`src/rtl/spk_pkg.sv`:
```
`default_nettype none
// ----------------------------------------------------------------------------
// spk_pkg
// Shared types and constants for the Speck round pipeline.
// ----------------------------------------------------------------------------
package spk_pkg;

	localparam int DEF_WORD_BITS  = 32;
	localparam int DEF_MAX_ROUNDS = 64;
	localparam int DEF_ROT_RIGHT  = 8;
	localparam int DEF_ROT_LEFT   = 3;

	localparam int FIELD_BITS     = 32;
	localparam int KEY_INDEX_BITS = 6;
	localparam int ROUNDS_BITS    = 7;
	localparam int APB_ADDR_BITS  = 3;
	localparam int APB_DATA_BITS  = 32;

	localparam logic [ROUNDS_BITS-1:0] RESET_ROUNDS = 7'd27;

	// Register index taken from paddr[2].
	localparam logic REG_ROUNDS = 1'b0;

	typedef enum logic [1:0] {
		MODE_LOAD    = 2'd0,
		MODE_ENCRYPT = 2'd1,
		MODE_DECRYPT = 2'd2
	} mode_t;

	typedef struct packed {
		mode_t                     mode;
		logic [KEY_INDEX_BITS-1:0] idx;
	} ctrl_t;

endpackage
`default_nettype wire

```
`src/rtl/spk_apb_regs.sv`:
```
`default_nettype none
// ----------------------------------------------------------------------------
// spk_apb_regs
// APB register file holding the number of rounds applied per block.
// ----------------------------------------------------------------------------
module spk_apb_regs (
	input  wire logic                               clk,
	input  wire logic                               arst_n,
	input  wire logic                               psel,
	input  wire logic                               penable,
	input  wire logic                               pwrite,
	input  wire logic [spk_pkg::APB_ADDR_BITS-1:0]  paddr,
	input  wire logic [spk_pkg::APB_DATA_BITS-1:0]  pwdata,
	output logic      [spk_pkg::APB_DATA_BITS-1:0]  prdata,
	output logic                                    pready,
	output logic      [spk_pkg::ROUNDS_BITS-1:0]    rounds
);

	logic [spk_pkg::ROUNDS_BITS-1:0] rounds_q;
	logic                            reg_sel;
	logic                            wr_en;

	assign reg_sel = paddr[2];
	assign pready  = 1'b1;
	assign wr_en   = psel && penable && pwrite && pready && (reg_sel == spk_pkg::REG_ROUNDS);

	always_ff @(posedge clk or negedge arst_n) begin
		if (!arst_n) begin
			rounds_q <= spk_pkg::RESET_ROUNDS;
		end else if (wr_en) begin
			rounds_q <= pwdata[spk_pkg::ROUNDS_BITS-1:0];
		end
	end

	always_comb begin
		prdata = '0;
		if (reg_sel == spk_pkg::REG_ROUNDS) begin
			prdata = spk_pkg::APB_DATA_BITS'(rounds_q);
		end
	end

	assign rounds = rounds_q;

endmodule
`default_nettype wire

```
`config.mk`:
```
export PLATFORM = sky130hd
export DESIGN_NAME = spk_apb_regs
export DESIGN_NICKNAME = d
export VERILOG_FILES = /design/src/rtl/spk_pkg.sv /design/src/rtl/spk_apb_regs.sv
export SDC_FILE = /design/constraint.sdc
export NUM_CORES = 1
export LEC_CHECK = 0
export BUFFER_PORTS_ARGS = -buffer_cell sky130_fd_sc_hd__buf_2
export CELL_PAD_IN_SITES_DETAIL_PLACEMENT = 0
export CELL_PAD_IN_SITES_GLOBAL_PLACEMENT = 2
export CORE_MARGIN = 5
export CORE_UTILIZATION = 14
export CTS_CLUSTER_SIZE = 16
export DETAILED_ROUTE_END_ITERATION = 10
export PLACE_DENSITY = 0.81
export SLEW_MARGIN = 15
export SYNTH_ARGS = -nofsm -noshare
export SYNTH_HDL_FRONTEND = slang
export SYNTH_SLANG_ARGS = --single-unit
```
`constraint.sdc`:
```
create_clock -name clk -period 2 [get_ports clk]
set_clock_uncertainty 0.1 [all_clocks]
set_input_delay 0.3 -clock clk [delete_from_list [all_inputs] [get_ports clk]]
set_output_delay 0.3 -clock clk [all_outputs]
set_load 0.1 [all_outputs]
```
### After elaboration in Yosys (flattened, before gate mapping)

Index checks and enable logic that the tools add are counted.

| storage, ports and cells | value |
|---|---|
| flip-flop bits (word level) | 7 |
| output and inout port bits | 40 |
| word-level logic and storage cells | 6 |

| operators by class | value |
|---|---|
| multiplexer cells | 1 |
| bitwise logic cells | 1 |
| reductions and logical operators | 3 |

Operator list:

| operator | number |
|---|---|
| 2-to-1 mux 7 bit | 1 |
| logical AND 1 bit | 3 |
| NOT 1 bit | 1 |

### Depth between registers and ports, before layout

| depth | value |
|---|---|
| word-level depth | 3 |
| mapped depth | 2 |

### Worst setup path before layout

No wires, ideal clock.

| timing | value |
|---|---|
| path kind | flip-flop to output port |
| start point | register rounds_q, in the netlist rounds[2] |
| end point | output port prdata[2] (netlist bit) |
| data arrival time | 1510 ps |
| required time | 1600 ps |
| path slack | 90 ps |
| cell stages (with the launch flop) | 2 |
| path buffers | 0 |
| path through | dfrtp_1 > and2b_2 |

| on the way | value |
|---|---|
| word-level cells in the longest chain between the ends | 1 |

Ends and longest elaborated chain:

| item | RTL line | source |
|---|---|---|
| from (decl) | spk_apb_regs.sv:19 | `logic [spk_pkg::ROUNDS_BITS-1:0] rounds_q;` |
| from (signal assigned) | spk_apb_regs.sv:29 | `rounds_q <= spk_pkg::RESET_ROUNDS;` |
| from (signal assigned) | spk_apb_regs.sv:31 | `rounds_q <= pwdata[spk_pkg::ROUNDS_BITS-1:0];` |
| 2-to-1 mux 7 bit | spk_apb_regs.sv:37 | `if (reg_sel == spk_pkg::REG_ROUNDS) begin` |
| to (decl) | spk_apb_regs.sv:14 | `output logic [spk_pkg::APB_DATA_BITS-1:0] prdata,` |

Every way passes these cells.

### Final worst setup path

| timing | value |
|---|---|
| start point | register rounds_q, in the netlist rounds[3] |
| end point | output port prdata[3] (netlist bit) |

Same word-level chain as after synthesis.

==> flow_summary.ini <==
[power_and_ir_drop]
pwr-share-clk_pct = 17.2
ir_drop_mv = 0.600
pwr-share-comb_pct = 64.2
p_leak_nw = 0.382
p_switching_mw = 0.705
power_density_nw_per_um2 = 1620
power.share.sequential_pct = 18.7
p_sw_share_pct = 63.5
p_int_mw = 0.405

[floorplan]
start_util_pct = 14.7
dieArea_um2 = 5260
fp.coreArea_um2 = 3720
io_pins = 80
die_height_um = 72.5
row_count = 22
die_x_um = 72.5

[sta]
min_period_ps = 1700
tns_ps = 0
finalHoldViolCount = 0
whs_ps = 209
setup_violations = 0
timing.final.ws_setup_ps = 299
fmax_mhz = 588
period_share_pct = 85.0
maxSlewViolCount = 0
grt_setup_unrepaired = false

[logic_synthesis]
synth_area_per_cell_um2 = 10.9
synth.distinct_cells = 7
synth_seq_area_share_pct = 33.0
syn_area_um2 = 547
yosysWarningCount = 0
synth_seq_cells = 7
syn_inst = 50

[critical_path]
r2r_end = rounds[6]
reg2reg_depth = 1
worstSetupPathType = flip-flop to output port
path_max_fanout = 3
worstPathRequired_ps = 1600
start_kind = flip-flop
arrival_ps = 1300
worstReg2RegStart = rounds[6]
crit_path_end_kind = output port
r2r_slack_ps = 1130

[cells_and_area]
drive_gt1_share_pct = 60.8
fill_cells = 419
largest_register_ffs = 7
area_growth_pct = 25.6
antennaDiodeCount = 0
fin_nets = 120

[global_routing]
grtUsageTotal_pct = 3.62
use_met2_pct = 4.85
grt_util_met3_pct = 2.91
met1_usage_pct = 4.06
grt_pass1_wl_um = 1380
busiest_layer = met2
grt-ovfl-total = 0
grt_max_degree = 9
antenna_found_initial = 0
grt_pass1_vias = 314

[placed_design]
io_buffers = 26
hpwl_um = 1010
globalplace.congestion = 0.775
post-place-ws_ps = 518

[hold_path]
holdPathStages = 2
hold_start = pwdata[2]
holdCritPathClass = input pin to flip-flop
min_to = rounds[2]

[clock_network]
cts_tree = yes
path_clk_slew_ps = 40
clockBufferDepth = 2
post_cts_buffers = 0
cts-buffers-inserted = 3
clkLatencyLatePin_ps = 220
htree_levels = 1
cts_root_buf = clkbuf_8
cts.sinks = 7

[flow_run]
maxCapViolCount = 0

[routing]
postRouteAntennaNets = 0
drt_iter0_markers = 8
drt_wl_total_um = 1110
drc = 0
wl_per_cell_um = 8.74
drtPass1Iterations = 2
viasPerCell = 2.78
via_count = 353

[outcome]
status = finished, final reports clean
synth_stat cells (all sizes together):
library cell  count  area (µm²)
conb              2        7.51
dfrtp             3        75.1
and2b             7        61.3
buf              26         195
dfstp             4         105
mux2              7        78.8
nand4b            1        23.8
cell families after synthesis:
group                  count (synthesis)  share of synthesized area (%)
multiplexers                           7                           14.4
other                                  2                           1.37
flip-flops                             7                           33.0
AND/OR/NAND/NOR                        8                           15.6
buffers and inverters                 26                           35.7
worst max path at each step:
stage	start	end	slack, ps	cells past startpoint
final	rounds[3]	prdata[3]	300	2
after global routing	rounds[4]	prdata[4]	260	2
after CTS	rounds[3]	prdata[3]	280	2
after detailed placement	paddr[2]	prdata[3]	520	3
after global placement	paddr[2]	prdata[2]	530	3
after floorplan	rounds[2]	prdata[2]	90	1
critical path: stages (launching register included):
cell and delay (ps):
dfstp_2 530, and2b_2 130, buf_2 420
layout by cell type (no fill, tap or decap), drive strengths merged:
cell / n
dfstp: 4
mux2: 7
and2b: 7
conb: 26
dlygate4sd3: 1
nand4b: 1
clkbuf: 4
buf: 26
dfrtp: 3
routing by layer:
| metal | vias to the layer above | share of wire [%] | wire length [µm] |
|---|---|---|---|
| met5 | - | 0 | 0 |
| met2 | 40 | 39 | 432 |
| met4 | 0 | 1.5 | 17 |
| met3 | 2 | 20 | 222 |
| met1 | 147 | 39 | 438 |
| li1 | 164 | - | - |
metrics by stage:
step | utilization (%) | power (mW) | cells | area (µm²)
5_1_grt | 18.5 | 1.15 | 127 | 687
2_1_floorplan | - | 0.888 | 74 | 637
4_1_cts | 18.5 | 1.12 | 127 | 687
6_report | 18.5 | 1.11 | 127 | 687
3_5_place_dp | 17.0 | 0.924 | 122 | 632
3_3_place_gp | 17.0 | 0.920 | 122 | 632
cell type report:
| cell class | count | area, µm² | share of cell area (%) |
|---|---|---|---|
| Tap cell | 48 | 60.1 | 8.74 |
| Timing Repair Buffer | 27 | 140 | 20.4 |
| Sequential cell | 7 | 180 | 26.2 |
| Multi-Input combinational cell | 41 | 262 | 38.1 |
| Clock buffer | 4 | 45.0 | 6.56 |
repair_timing:
action | CTS | global route
hold endpoints to repair | 3 | 0
hold buffers | 1 | 0
gates resized for setup | 0 | 0
power by group through the flow:
stage          clock network [mW]  registers, mW  logic [mW]
3_5_place_dp                    0          0.211       0.712
4_1_cts                     0.200          0.210       0.714
5_1_grt                     0.212          0.214       0.728
3_3_place_gp                    0          0.209       0.711
2_1_floorplan                   0          0.444       0.444
6_report                    0.191          0.207       0.713
Note: power is estimated with default switching activity, not from simulation.
