File: config.mk
export PLATFORM = sky130hd
export DESIGN_NAME = spk_round_stage
export DESIGN_NICKNAME = d
export VERILOG_FILES = /design/src/rtl/spk_pkg.sv /design/src/rtl/spk_round_stage.sv
export SDC_FILE = /design/constraint.sdc
export NUM_CORES = 1
export LEC_CHECK = 0
export ABC_AREA = 1
export BUFFER_PORTS_ARGS = -buffer_cell sky130_fd_sc_hd__buf_2
export CAP_MARGIN = 20
export CORE_MARGIN = 5
export CORE_UTILIZATION = 45
export CTS_BUF_LIST = sky130_fd_sc_hd__clkbuf_16
export CTS_CLUSTER_DIAMETER = 200
export DETAILED_ROUTE_END_ITERATION = 10
export GPL_TIMING_DRIVEN = 0
export PLACE_DENSITY = 0.65
export SYNTH_ARGS = -nofsm -noshare
export SYNTH_HDL_FRONTEND = slang
export SYNTH_SLANG_ARGS = --single-unit
export TNS_END_PERCENT = 100
File: constraint.sdc
create_clock -name clk -period 2.45 [get_ports clk]
set_input_delay 0.1225 -clock clk [delete_from_list [all_inputs] [get_ports clk]]
set_output_delay 0.1225 -clock clk [all_outputs]
set_load 0.02 [all_outputs]
File: src/rtl/spk_pkg.sv
`default_nettype none
// ----------------------------------------------------------------------------
// spk_pkg
// Shared types and constants for the Speck round pipeline.
// ----------------------------------------------------------------------------
package spk_pkg;

	localparam int DEF_WORD_BITS  = 32;
	localparam int DEF_MAX_ROUNDS = 64;
	localparam int DEF_ROT_RIGHT  = 8;
	localparam int DEF_ROT_LEFT   = 3;

	localparam int FIELD_BITS     = 32;
	localparam int KEY_INDEX_BITS = 6;
	localparam int ROUNDS_BITS    = 7;
	localparam int APB_ADDR_BITS  = 3;
	localparam int APB_DATA_BITS  = 32;

	localparam logic [ROUNDS_BITS-1:0] RESET_ROUNDS = 7'd27;

	// Register index taken from paddr[2].
	localparam logic REG_ROUNDS = 1'b0;

	typedef enum logic [1:0] {
		MODE_LOAD    = 2'd0,
		MODE_ENCRYPT = 2'd1,
		MODE_DECRYPT = 2'd2
	} mode_t;

	typedef struct packed {
		mode_t                     mode;
		logic [KEY_INDEX_BITS-1:0] idx;
	} ctrl_t;

endpackage
`default_nettype wire

File: src/rtl/spk_round_stage.sv
`default_nettype none
// ----------------------------------------------------------------------------
// spk_round_stage
// One pipeline stage: a forward or inverse Speck round and its own key copies.
// ----------------------------------------------------------------------------
module spk_round_stage #(
	parameter int WORD_BITS  = spk_pkg::DEF_WORD_BITS,
	parameter int MAX_ROUNDS = spk_pkg::DEF_MAX_ROUNDS,
	parameter int ROT_RIGHT  = spk_pkg::DEF_ROT_RIGHT,
	parameter int ROT_LEFT   = spk_pkg::DEF_ROT_LEFT,
	parameter int STAGE      = 0
) (
	input  wire logic                            clk,
	input  wire logic                            arst_n,
	input  wire logic                            ce,
	input  wire logic [spk_pkg::ROUNDS_BITS-1:0] rounds,
	input  wire logic                            in_valid,
	input  wire spk_pkg::ctrl_t                  in_ctrl,
	input  wire logic [WORD_BITS-1:0]            in_x,
	input  wire logic [WORD_BITS-1:0]            in_y,
	output logic                                 out_valid,
	output spk_pkg::ctrl_t                       out_ctrl,
	output logic      [WORD_BITS-1:0]            out_x,
	output logic      [WORD_BITS-1:0]            out_y
);

	// Encryption uses key STAGE here; decryption runs the stages with keys in
	// reverse order, so this stage holds key MAX_ROUNDS-1-STAGE for it.
	localparam logic [spk_pkg::KEY_INDEX_BITS-1:0] ENC_IDX =
		spk_pkg::KEY_INDEX_BITS'(STAGE);
	localparam logic [spk_pkg::KEY_INDEX_BITS-1:0] DEC_IDX =
		spk_pkg::KEY_INDEX_BITS'(MAX_ROUNDS - 1 - STAGE);
	localparam logic [spk_pkg::ROUNDS_BITS-1:0] ENC_POS =
		spk_pkg::ROUNDS_BITS'(STAGE);
	localparam logic [spk_pkg::ROUNDS_BITS-1:0] DEC_POS =
		spk_pkg::ROUNDS_BITS'(MAX_ROUNDS - 1 - STAGE);

	logic [WORD_BITS-1:0] key_enc_q;
	logic [WORD_BITS-1:0] key_dec_q;

	logic                 valid_s1;
	spk_pkg::ctrl_t       ctrl_s1;
	logic [WORD_BITS-1:0] x_s1;
	logic [WORD_BITS-1:0] y_s1;

	logic                 is_load;
	logic                 enc_act;
	logic                 dec_act;
	logic [WORD_BITS-1:0] enc_x;
	logic [WORD_BITS-1:0] enc_y;
	logic [WORD_BITS-1:0] dec_x;
	logic [WORD_BITS-1:0] dec_y;
	logic [WORD_BITS-1:0] nxt_x;
	logic [WORD_BITS-1:0] nxt_y;

	assign is_load = in_valid && (in_ctrl.mode == spk_pkg::MODE_LOAD);
	assign enc_act = (in_ctrl.mode == spk_pkg::MODE_ENCRYPT) && (rounds > ENC_POS);
	assign dec_act = (in_ctrl.mode == spk_pkg::MODE_DECRYPT) && (rounds > DEC_POS);

	always_comb begin
		enc_x = ((in_x >> ROT_RIGHT) | (in_x << (WORD_BITS - ROT_RIGHT))) + in_y;
		enc_x = enc_x ^ key_enc_q;
		enc_y = ((in_y << ROT_LEFT) | (in_y >> (WORD_BITS - ROT_LEFT))) ^ enc_x;

		dec_y = ((in_x ^ in_y) >> ROT_LEFT) | ((in_x ^ in_y) << (WORD_BITS - ROT_LEFT));
		dec_x = (in_x ^ key_dec_q) - dec_y;
		dec_x = (dec_x << ROT_RIGHT) | (dec_x >> (WORD_BITS - ROT_RIGHT));

		nxt_x = in_x;
		nxt_y = in_y;
		if (enc_act) begin
			nxt_x = enc_x;
			nxt_y = enc_y;
		end else if (dec_act) begin
			nxt_x = dec_x;
			nxt_y = dec_y;
		end
	end

	// A load word carries its key in x and writes this stage's copies as it
	// passes, so every later block sees it and no earlier block does.
	always_ff @(posedge clk) begin
		if (ce && is_load) begin
			if (in_ctrl.idx == ENC_IDX) begin
				key_enc_q <= in_x;
			end
			if (in_ctrl.idx == DEC_IDX) begin
				key_dec_q <= in_x;
			end
		end
	end

	always_ff @(posedge clk or negedge arst_n) begin
		if (!arst_n) begin
			valid_s1 <= 1'b0;
		end else if (ce) begin
			valid_s1 <= in_valid;
		end
	end

	always_ff @(posedge clk) begin
		if (ce) begin
			ctrl_s1 <= in_ctrl;
			x_s1    <= nxt_x;
			y_s1    <= nxt_y;
		end
	end

	assign out_valid = valid_s1;
	assign out_ctrl  = ctrl_s1;
	assign out_x     = x_s1;
	assign out_y     = y_s1;

endmodule
`default_nettype wire

# After elaboration in Yosys (flattened, before gate mapping)
# Index checks and enable logic that the tools add are counted.
# op_classes
addsub	2
n_lt_le_gt_ge	2
n_shift	0
multipliers	0
eq_ne	3
n_reduce_logical	8
bitwise	8
n_div	0
mux	4
# ops
op	count
$mux 32	4
$xor 32x32->32	4
$add 32x32->32	1
$or 24x32->32	1
$or 29x32->32	1
$or 32x3->32	1
$or 32x8->32	1
$sub 32x32->32	1
$gt 7x1->1 const B	1
$gt 7x6->1 const B	1
$eq 6x6->1 const B	1
$logic_not 6->1	1
$logic_and 1x1->1	4
$reduce_and 2->1	2
$eq 2x1->1 const B	1
$eq 2x2->1 const B	1
$logic_not 2->1	1
# word_totals
latchBits	0
romBits	0
n_memories	0
wordCells	34
ramBits	0
output_inout_bits	73
reg_bits	137

# Logic depth before layout (Yosys ltp)
# Gate-level depths: netlist (run 1).
# depth
ltp_word	6
depth_mapped	16
depth_no_buf	16

# Least setup slack after synthesis (run 1)
# Ideal clock, no wire load.
# synth_path
path_kind	input port to flip-flop
startpoint	in in_ctrl[0] (netlist name)
endpoint	reg key_enc_q[0] (enable)
t_arrival_ns	3.611
path_stages	2
setup_ns	0.502
setup_slack_ns	-1.663
cell_sequence	or2_2 nor4_1
# synth_between
elab_chain_len	2
# synth_lines
item	line_no	source
start: declaration	spk_round_stage.sv:18	input wire spk_pkg::ctrl_t in_ctrl,
$logic_not 6->1	spk_round_stage.sv:84	if (in_ctrl.idx == ENC_IDX) begin
$reduce_and 2->1 (no source line)	--	
end signal: assignment	spk_round_stage.sv:85	key_enc_q <= in_x;
end: declaration	spk_round_stage.sv:38	logic [WORD_BITS-1:0] key_enc_q;
# No other way between the ends.
# A chain may end at the register's enable or synchronous reset.

# Worst setup path after layout (run 1)
# layout_path
startpoint	in in_x[13]
endpoint	reg x_s1[24] (netlist: out_x[24]) (data pin)
# layout_between
elab_chain_len	6
# layout_lines
item	line_no	source
start: declaration	spk_round_stage.sv:19	input wire logic [WORD_BITS-1:0] in_x,
$xor 32x32->32	--	
$or 29x32->32	spk_round_stage.sv:65	dec_y = ((in_x ^ in_y) >> ROT_LEFT) | ((in_x ^ in_y) << (WORD_BITS - ROT_LEFT));
$sub 32x32->32	spk_round_stage.sv:66	dec_x = (in_x ^ key_dec_q) - dec_y;
$or 32x8->32	spk_round_stage.sv:67	dec_x = (dec_x << ROT_RIGHT) | (dec_x >> (WORD_BITS - ROT_RIGHT));
$mux 32	spk_round_stage.sv:74	end else if (dec_act) begin
$mux 32 *	spk_round_stage.sv:71	if (enc_act) begin
named net nxt_x[24]	spk_round_stage.sv:53	logic [WORD_BITS-1:0] nxt_x;
end signal: assignment	spk_round_stage.sv:104	x_s1 <= nxt_x;
end: declaration	spk_round_stage.sv:43	logic [WORD_BITS-1:0] x_s1;
# Mark *: on every way through the listed nets, which the timed path passes. The rest lies on a longest branch.

==> impl_results.md, run 1 <==
- Cell family with most CP delay: compound AO/OA/AOI/OAI gates
- Final wirelength: 44.04 mm
- Complex-gate fraction of the synthesized area: about 7.9%
- Die area: ~0.028 mm^2
- Synth cell types: 42
- Fraction of layout instances using a drive strength above 1: a little under a fifth
- Placed Cells: around 2,000
- Die W: between 150 and 200 um
- Routed wire length per instance: 21.25 um
- Total GRT Usage: 30.40%
- CORE AREA: around 0.024 mm^2
- # port buffers: roughly 160
- Period utilization: roughly 100%
- Crit path cell chain: dlygate4sd3_1 > buf_2 > xor2_1 > ha_1 > a21oi_1 > o21ai_0 > a21oi_1 > nand2_1 > nand2_1 > nand3_1 > o211ai_1 > o21ai_1
- RSZ-0062 raised after global routing: true
- Synth-to-Final Area Change: 22.27%
- Vias in the first global route: 10,530
- Final setup fails: 0
- First-pass GRT wire length: 64.16 mm
- Pwr Total: about 8300 uW
- Slowest stage delay, CP: around 0.53 ns
- CP bufs+invs: 2
- HPWL after DPL: 35.57 mm
- Sink Count: about 140
- Syn Inst Count: between 1,500 and 2,000
- Mux contribution to synthesized area: 0%
- Status: completed
- Clock skew: ~0.015 ns
- Final #Nets: between 1,500 and 2,000
- Later-pin clock latency in the skew report: roughly 0.44 ns
- H-tree levels: 4
- Pwr/cell area: 608.5 mW/mm^2
- Crit start category: input pin
- DR iter-0 viols: about 1,100
- Via density per instance: between 5 and 6
- Total CTS buffers: 17
- Final hold violations: 0
- Starting density of the core: a little under half
- Cell area after synthesis: ~0.011 mm^2
- Clock-pin slew on the worst setup and hold paths: approximately 0.070 ns
- Post-synthesis net count: approximately 1,700
- Synth Area in XOR/XNOR: between 10% and 20%
- Post-synthesis register bit count: between 100 and 150
- DIE HEIGHT: around 170 um
- Rows: 57
- WP data required: approximately 2.6 ns
- Final non-filler cell total: just over 2,000
- Worst Setup Path Type: in -> reg
- F_max: a little over 0.4 GHz
- Slew headroom: 44.17%
- Pre-antenna DRT Iters: 5
- CP Max Fanout: 6
- Leakage: 0.006589 uW
- CP arrival: 2.58 ns
- Pin count of the biggest net entering global routing: 40
- # DRC: 0
- Maxcap violations: 0
- # IOs: approximately 160
- Total grt overflow: 0
- Min Tclk post-route: ~2.4 ns
- Fill cell count: approximately 2,400
- Sequential fraction of the synthesis area: a little over a third
- Main combinational cell family by area after synthesis: simple AND/OR/NAND/NOR gates
- Initial antenna violation count: 0
- VDD IR max: just over 0.4 mV
- CTS tree: done
- CP Capture Type: flop
- Yosys Warn Count: 0
- Simple-gate share of the synthesized area: 29.20%
- Slew @ Worst Pin: ~0.84 ns
- Synth Area per Inst: around 7.3 um^2
- Post-route ant nets: 0
- Hold WC Path Type: in -> reg
- Final GP Congestion: between 0.9 and 1
- Maximum root-to-sink buffer count: 2
- Root Buffer: clkbuf_16
- Synth Area in Adders: roughly 7.3%
- Via count: around 11,000
- Max-slew violations: 0
- Slowest CP cell: dlygate4sd3_1
state kept, by name (all words and copies together) (netlist names):
| register | count |
|---|---|
| out_y | 32 |
| key_enc_q | 32 |
| out_valid | 1 |
| out_ctrl | 8 |
| key_dec_q | 32 |
| out_x | 32 |
final timing paths:
check	from	depth (start not counted)	slack (ns)	endpoint
worst max-delay path	in_x[13]	12	0.008	out_x[24]
worst min-delay path	in_x[9]	1	0.02	key_enc_q[9]
worst max register to register	key_dec_q[15]	11	0.02	out_x[24]
worst min register to register	out_valid	2	0.53	out_valid
max in group asynchronous	arst_n	3	1.81	out_valid
min in group asynchronous	arst_n	3	0.53	out_valid
synthesized netlist by cell type (all sizes together):
| cell type | n | area share [%] |
|---|---|---|
| nor3 | 11 | 0.68 |
| dfrtp | 1 | 0.22 |
| buf | 9 | 0.54 |
| and2 | 1 | 0.056 |
| inv | 202 | 6.8 |
| nor2 | 131 | 4.4 |
| o21ai | 78 | 3.5 |
| and3 | 1 | 0.056 |
| nor4 | 3 | 0.30 |
| a21oi | 63 | 2.8 |
| o22ai | 8 | 0.45 |
| o21bai | 2 | 0.13 |
| fa | 2 | 0.36 |
| xnor2 | 59 | 4.6 |
| o211ai | 11 | 0.74 |
| a211oi | 1 | 0.067 |
| xor2 | 79 | 6.3 |
| xnor3 | 1 | 0.20 |
| edfxtp | 136 | 36 |
| clkbuf | 17 | 0.57 |
| o21a | 2 | 0.13 |
| nor3b | 1 | 0.067 |
| nand4 | 4 | 0.22 |
| or2 | 8 | 0.45 |
| nand2 | 548 | 19 |
| ha | 62 | 6.9 |
| nand3b | 14 | 0.94 |
| a21o | 2 | 0.13 |
| nand3 | 76 | 3.5 |
placed cells by master, fill, tap and decap left out, drive strengths merged, types with 8 or more instances in the layout:
cell type / n
nor3: 11
buf: 176
o21ai: 78
dlygate4sd3: 16
o22ai: 8
or2: 8
xnor2: 59
inv: 208
nand2: 548
xor2: 79
nand3b: 14
o211ai: 11
nor2: 131
ha: 62
edfxtp: 136
a21oi: 63
clkbuf: 34
nand3: 76
power breakdown:
part,internal (uW),switching [uW]
sequential,2750,29.1
combinational,934,1920
clock,1520,1190
total,5210,3140
layer usage:
layer  part of all wire, %  track usage [%]
met2                    45            49.37
met5                     0                0
met1                    42            41.07
met3                   8.5            5.275
met4                   3.7            10.69
stage by stage:
stage               utilization (%)  setup TNS (ns)  area [um^2]  setup slack [ns]  hold slack [ns]
CTS                           54.90               0        13430          0.003405         0.005846
detailed placement            51.23          -3.203        12530           -0.3810          -0.1009
finish                        56.08               0        13720          0.008296          0.01532
floorplan                         -               0        11240            0.3003          -0.1731
global route                  56.07         -0.5522        13720           -0.1003          0.01982
global placement              50.78         -135.53        12420            -2.181          -0.1018
layout make-up:
| cell class | count | area (um^2) | share of cell area, % |
|---|---|---|---|
| Antenna cell | 1 | 2.502 | 0.01824 |
| Timing Repair Buffer | 183 | 1084 | 7.898 |
| Sequential cell | 137 | 4109 | 29.95 |
| Buffer | 26 | 123.9 | 0.9029 |
| Tap cell | 324 | 405.4 | 2.955 |
| Inverter | 202 | 758.2 | 5.527 |
| Clock buffer | 17 | 425.4 | 3.101 |
| Multi-Input combinational cell | 1168 | 6646 | 48.45 |
| Clock inverter | 15 | 165.2 | 1.204 |
cell families (layout without fill, tap and decap cells):
| group | Yosys count | after routing |
|---|---|---|
| xor+xnor | 139 | 139 |
| simple gates | 798 | 798 |
| other cells | 0 | 1 |
| flops | 137 | 137 |
| buf+inv | 228 | 443 |
| fa+ha+maj | 64 | 64 |
| compound gates | 167 | 167 |
timing repair:
item / CTS / global route
resized for setup: 38 / 72
hold buffers: 16 / 0
setup buffers: 1 / 5
pin swaps: 6 / 15
endpoints found under the hold margin: 19 / 0
endpoints found under the setup margin: 17 / 34
No activity file was read; power rests on OpenSTA's default activity.
==> inputs of run 2 (changes only) <==
--- a/config.mk
+++ b/config.mk
@@ -14,7 +14,9 @@
 export CTS_CLUSTER_DIAMETER = 200
 export DETAILED_ROUTE_END_ITERATION = 10
 export GPL_TIMING_DRIVEN = 0
+export MAX_ROUTING_LAYER = met4
 export PLACE_DENSITY = 0.65
+export SLEW_MARGIN = 10
 export SYNTH_ARGS = -nofsm -noshare
 export SYNTH_HDL_FRONTEND = slang
 export SYNTH_SLANG_ARGS = --single-unit
==> run 2 against run 1 <==
Against the previous run:
- clock-buffer cell count did not move
- first-iteration DRC count increased by 5.5%
- sequential power is essentially flat
- global-route usage up 1.4 points
- die area unchanged
- cell count grew 0.34%
- design area decreased by 0.39%
- via count increased by 0.93%
- largest power group unchanged
==> impl_results.md, run 2 (same netlist as run 1, synthesis figures left out) <==
- Status: completed
- VDD IR max: 0.4330 mV (+4.8%)
- Switching share of power: 37.68% (+0.061 points)
- Initial antenna violation count: 0 (unchanged)
- Final #Nets: 1,889 (+0.37%)
- Most frequent cells in the layout: nand2_1, inv_1, buf_2
- H-tree levels: 4 (unchanged)
- Maxcap violations: 0 (unchanged)
- Total grt overflow: 0 (unchanged)
- Logic pwr share: 35.5% (+1.3 points)
- First-pass GRT wire length: 64.85 mm (+1.1%)
- HPWL after DPL: 36.11 mm (+1.5%)
- Via count: 11,127 (+0.93%)
- Root Buffer: clkbuf_16
- CP Max Fanout: 4 (-2)
- Max-slew violations: 0 (unchanged)
- CP arrival: 2.63 ns (+0.05 ns)
- CORE AREA: 0.02446 mm^2 (unchanged)
- Via density per instance: 5.350 (+0.59%)
- Pwr Total: 8168 uW (-2.2%)
- # port buffers: 155 (unchanged)
- Slew headroom: 42.23% (-1.9 points)
- Die W: 167.9 um (unchanged)
- Rows: 57 (unchanged)
- Vias in the first global route: 10,678 (+1.4%)
- Placed Cells: 2,018 (unchanged)
- Leakage: 0.006589 uW (about the same)
- Commonest non-fill, non-tap cell in the layout: nand2_1
- Setup crit start: key_dec_q[13]
- Hold WC Path Type: in -> reg
- Final GP Congestion: 0.9749 (+0.80%)
- Starting density of the core: 45.87% (unchanged)
- Final non-filler cell total: 2,080 (+0.34%)
- Hold path start: in_x[16]
- RSZ-0062 raised after global routing: true
- Total CTS buffers: 17 (unchanged)
- Synth-to-Final Area Change: 21.79%
- CP Capture Type: flop
- Total GRT Usage: 31.76% (+1.4 points)
- Crit Reg-Reg Startpoint: key_dec_q[13]
- Later-pin clock latency in the skew report: 0.44 ns (about the same)
- Pint: 5090 uW (-2.2%)
- # IOs: 156 (unchanged)
- Clock-pin slew on the worst setup and hold paths: 0.07 ns (about the same)
- Sw Pwr: 3078 uW (-2.0%)
- Clock share of power: 30.4% (-2.1 points)
- CTS tree: done
- Slew @ Worst Pin: 0.8665 ns (+0.02903 ns)
- Final wirelength: 44.56 mm (+1.2%)
- Share of power burned in registers: 34.1% (+0.8 points)
- F_max: 0.4111 GHz (+0.39%)
- Period utilization: 99.28% (-0.38 points)
- Die area: 0.02819 mm^2 (unchanged)
- Final Core Density: 55.86% (-0.22 points)
- WP data required: 2.64 ns (+0.05 ns)
- Pin count of the biggest net entering global routing: 40 (unchanged)
- Final hold violations: 0 (unchanged)
- DIE HEIGHT: 167.9 um (unchanged)
- Min Tclk post-route: 2.432 ns (-0.009413 ns)
- Fraction of layout instances using a drive strength above 1: 18.52% (+0.44 points)
- Routed wire length per instance: 21.42 um (+0.83%)
- Pwr/cell area: 597.7 mW/mm^2 (-1.8%)
- Worst Setup Path Type: reg -> reg
- Pre-antenna DRT Iters: 5 (unchanged)
- # DRC: 0 (unchanged)
- Sink Count: 137 (unchanged)
- Clock skew: 0.01232 ns (-0.002921 ns)
- Maximum root-to-sink buffer count: 2 (unchanged)
- Crit start category: flop
- Final setup fails: 0 (unchanged)
- Post-route ant nets: 0 (unchanged)
- DR iter-0 viols: 1,109 (+5.5%)
## run 2: critical path, stage by stage, from the launching register on
cell	delay [ns]
edfxtp_1	0.39
xor2_1	0.16
ha_1	0.37
buf_4	0.17
a21oi_2	0.19
o21ai_1	0.14
a21oi_2	0.18
nand2_4	0.09
buf_12	0.13
nand2_2	0.06
nand2_1	0.05
nand2_1	0.05
nand3_1	0.06
nand2_1	0.10
nand2_1	0.05
## run 2: power groups by stage
| stage | Clock (uW) | Sequential, uW | Combinational (uW) |
|---|---|---|---|
| 2_1_floorplan | 0 | 3030 | 1490 |
| 3_3_place_gp | 0 | 2830 | 2610 |
| 3_5_place_dp | 0 | 2830 | 2620 |
| 4_1_cts | 2500 | 2780 | 2700 |
| 5_1_grt | 2620 | 2800 | 3150 |
| 6_report | 2490 | 2780 | 2900 |
## run 2: final cells by class
cell class / count / area (um^2)
fillers: 2394 / 10800
multi-input cells: 1168 / 6585
flip-flops and latches: 137 / 4109
repair buffers: 190 / 1141
inverters: 202 / 758.2
clock buffers: 17 / 425.4
well taps: 324 / 405.4
plain buffers: 26 / 125.1
clock inverters: 15 / 113.9
diodes: 1 / 2.502
## run 2: what timing repair did
item                                   CTS  global route
setup endpoints to repair               15            31
setup buffers                            4            12
hold buffers                            13             0
gates resized for setup                 21            85
pin swaps                                7            24
endpoints found under the hold margin   12             0
## run 2: per-stage QoR
stage | setup TNS [ns] | hold slack, ns | area [um^2] | setup WS (ns)
2_1_floorplan | 0 | -0.1731 | 11240 | 0.3003
3_3_place_gp | -131.29 | -0.1024 | 12420 | -2.165
3_5_place_dp | -3.459 | -0.1020 | 12530 | -0.3468
4_1_cts | 0 | 0.0007829 | 13310 | 0.001216
5_1_grt | -0.5719 | 0.004065 | 13660 | -0.1070
6_report | 0 | 0.01375 | 13670 | 0.01771
## run 2: final timing paths
kind	depth (start not counted)	to	slack, ns
min in group asynchronous	3	out_valid	0.51
min reg2reg	2	out_valid	0.53
max reg2reg	14	out_x[30]	0.02
min	1	key_dec_q[16]	0.01
max in group asynchronous	3	out_valid	1.85
max	14	out_x[30]	0.02
## run 2: layer usage
layer,track usage (%),share of wire (%)
met1,42.02,42
met3,4.783,8.4
met5,-,0
met2,49.77,45
met4,11.61,4.1
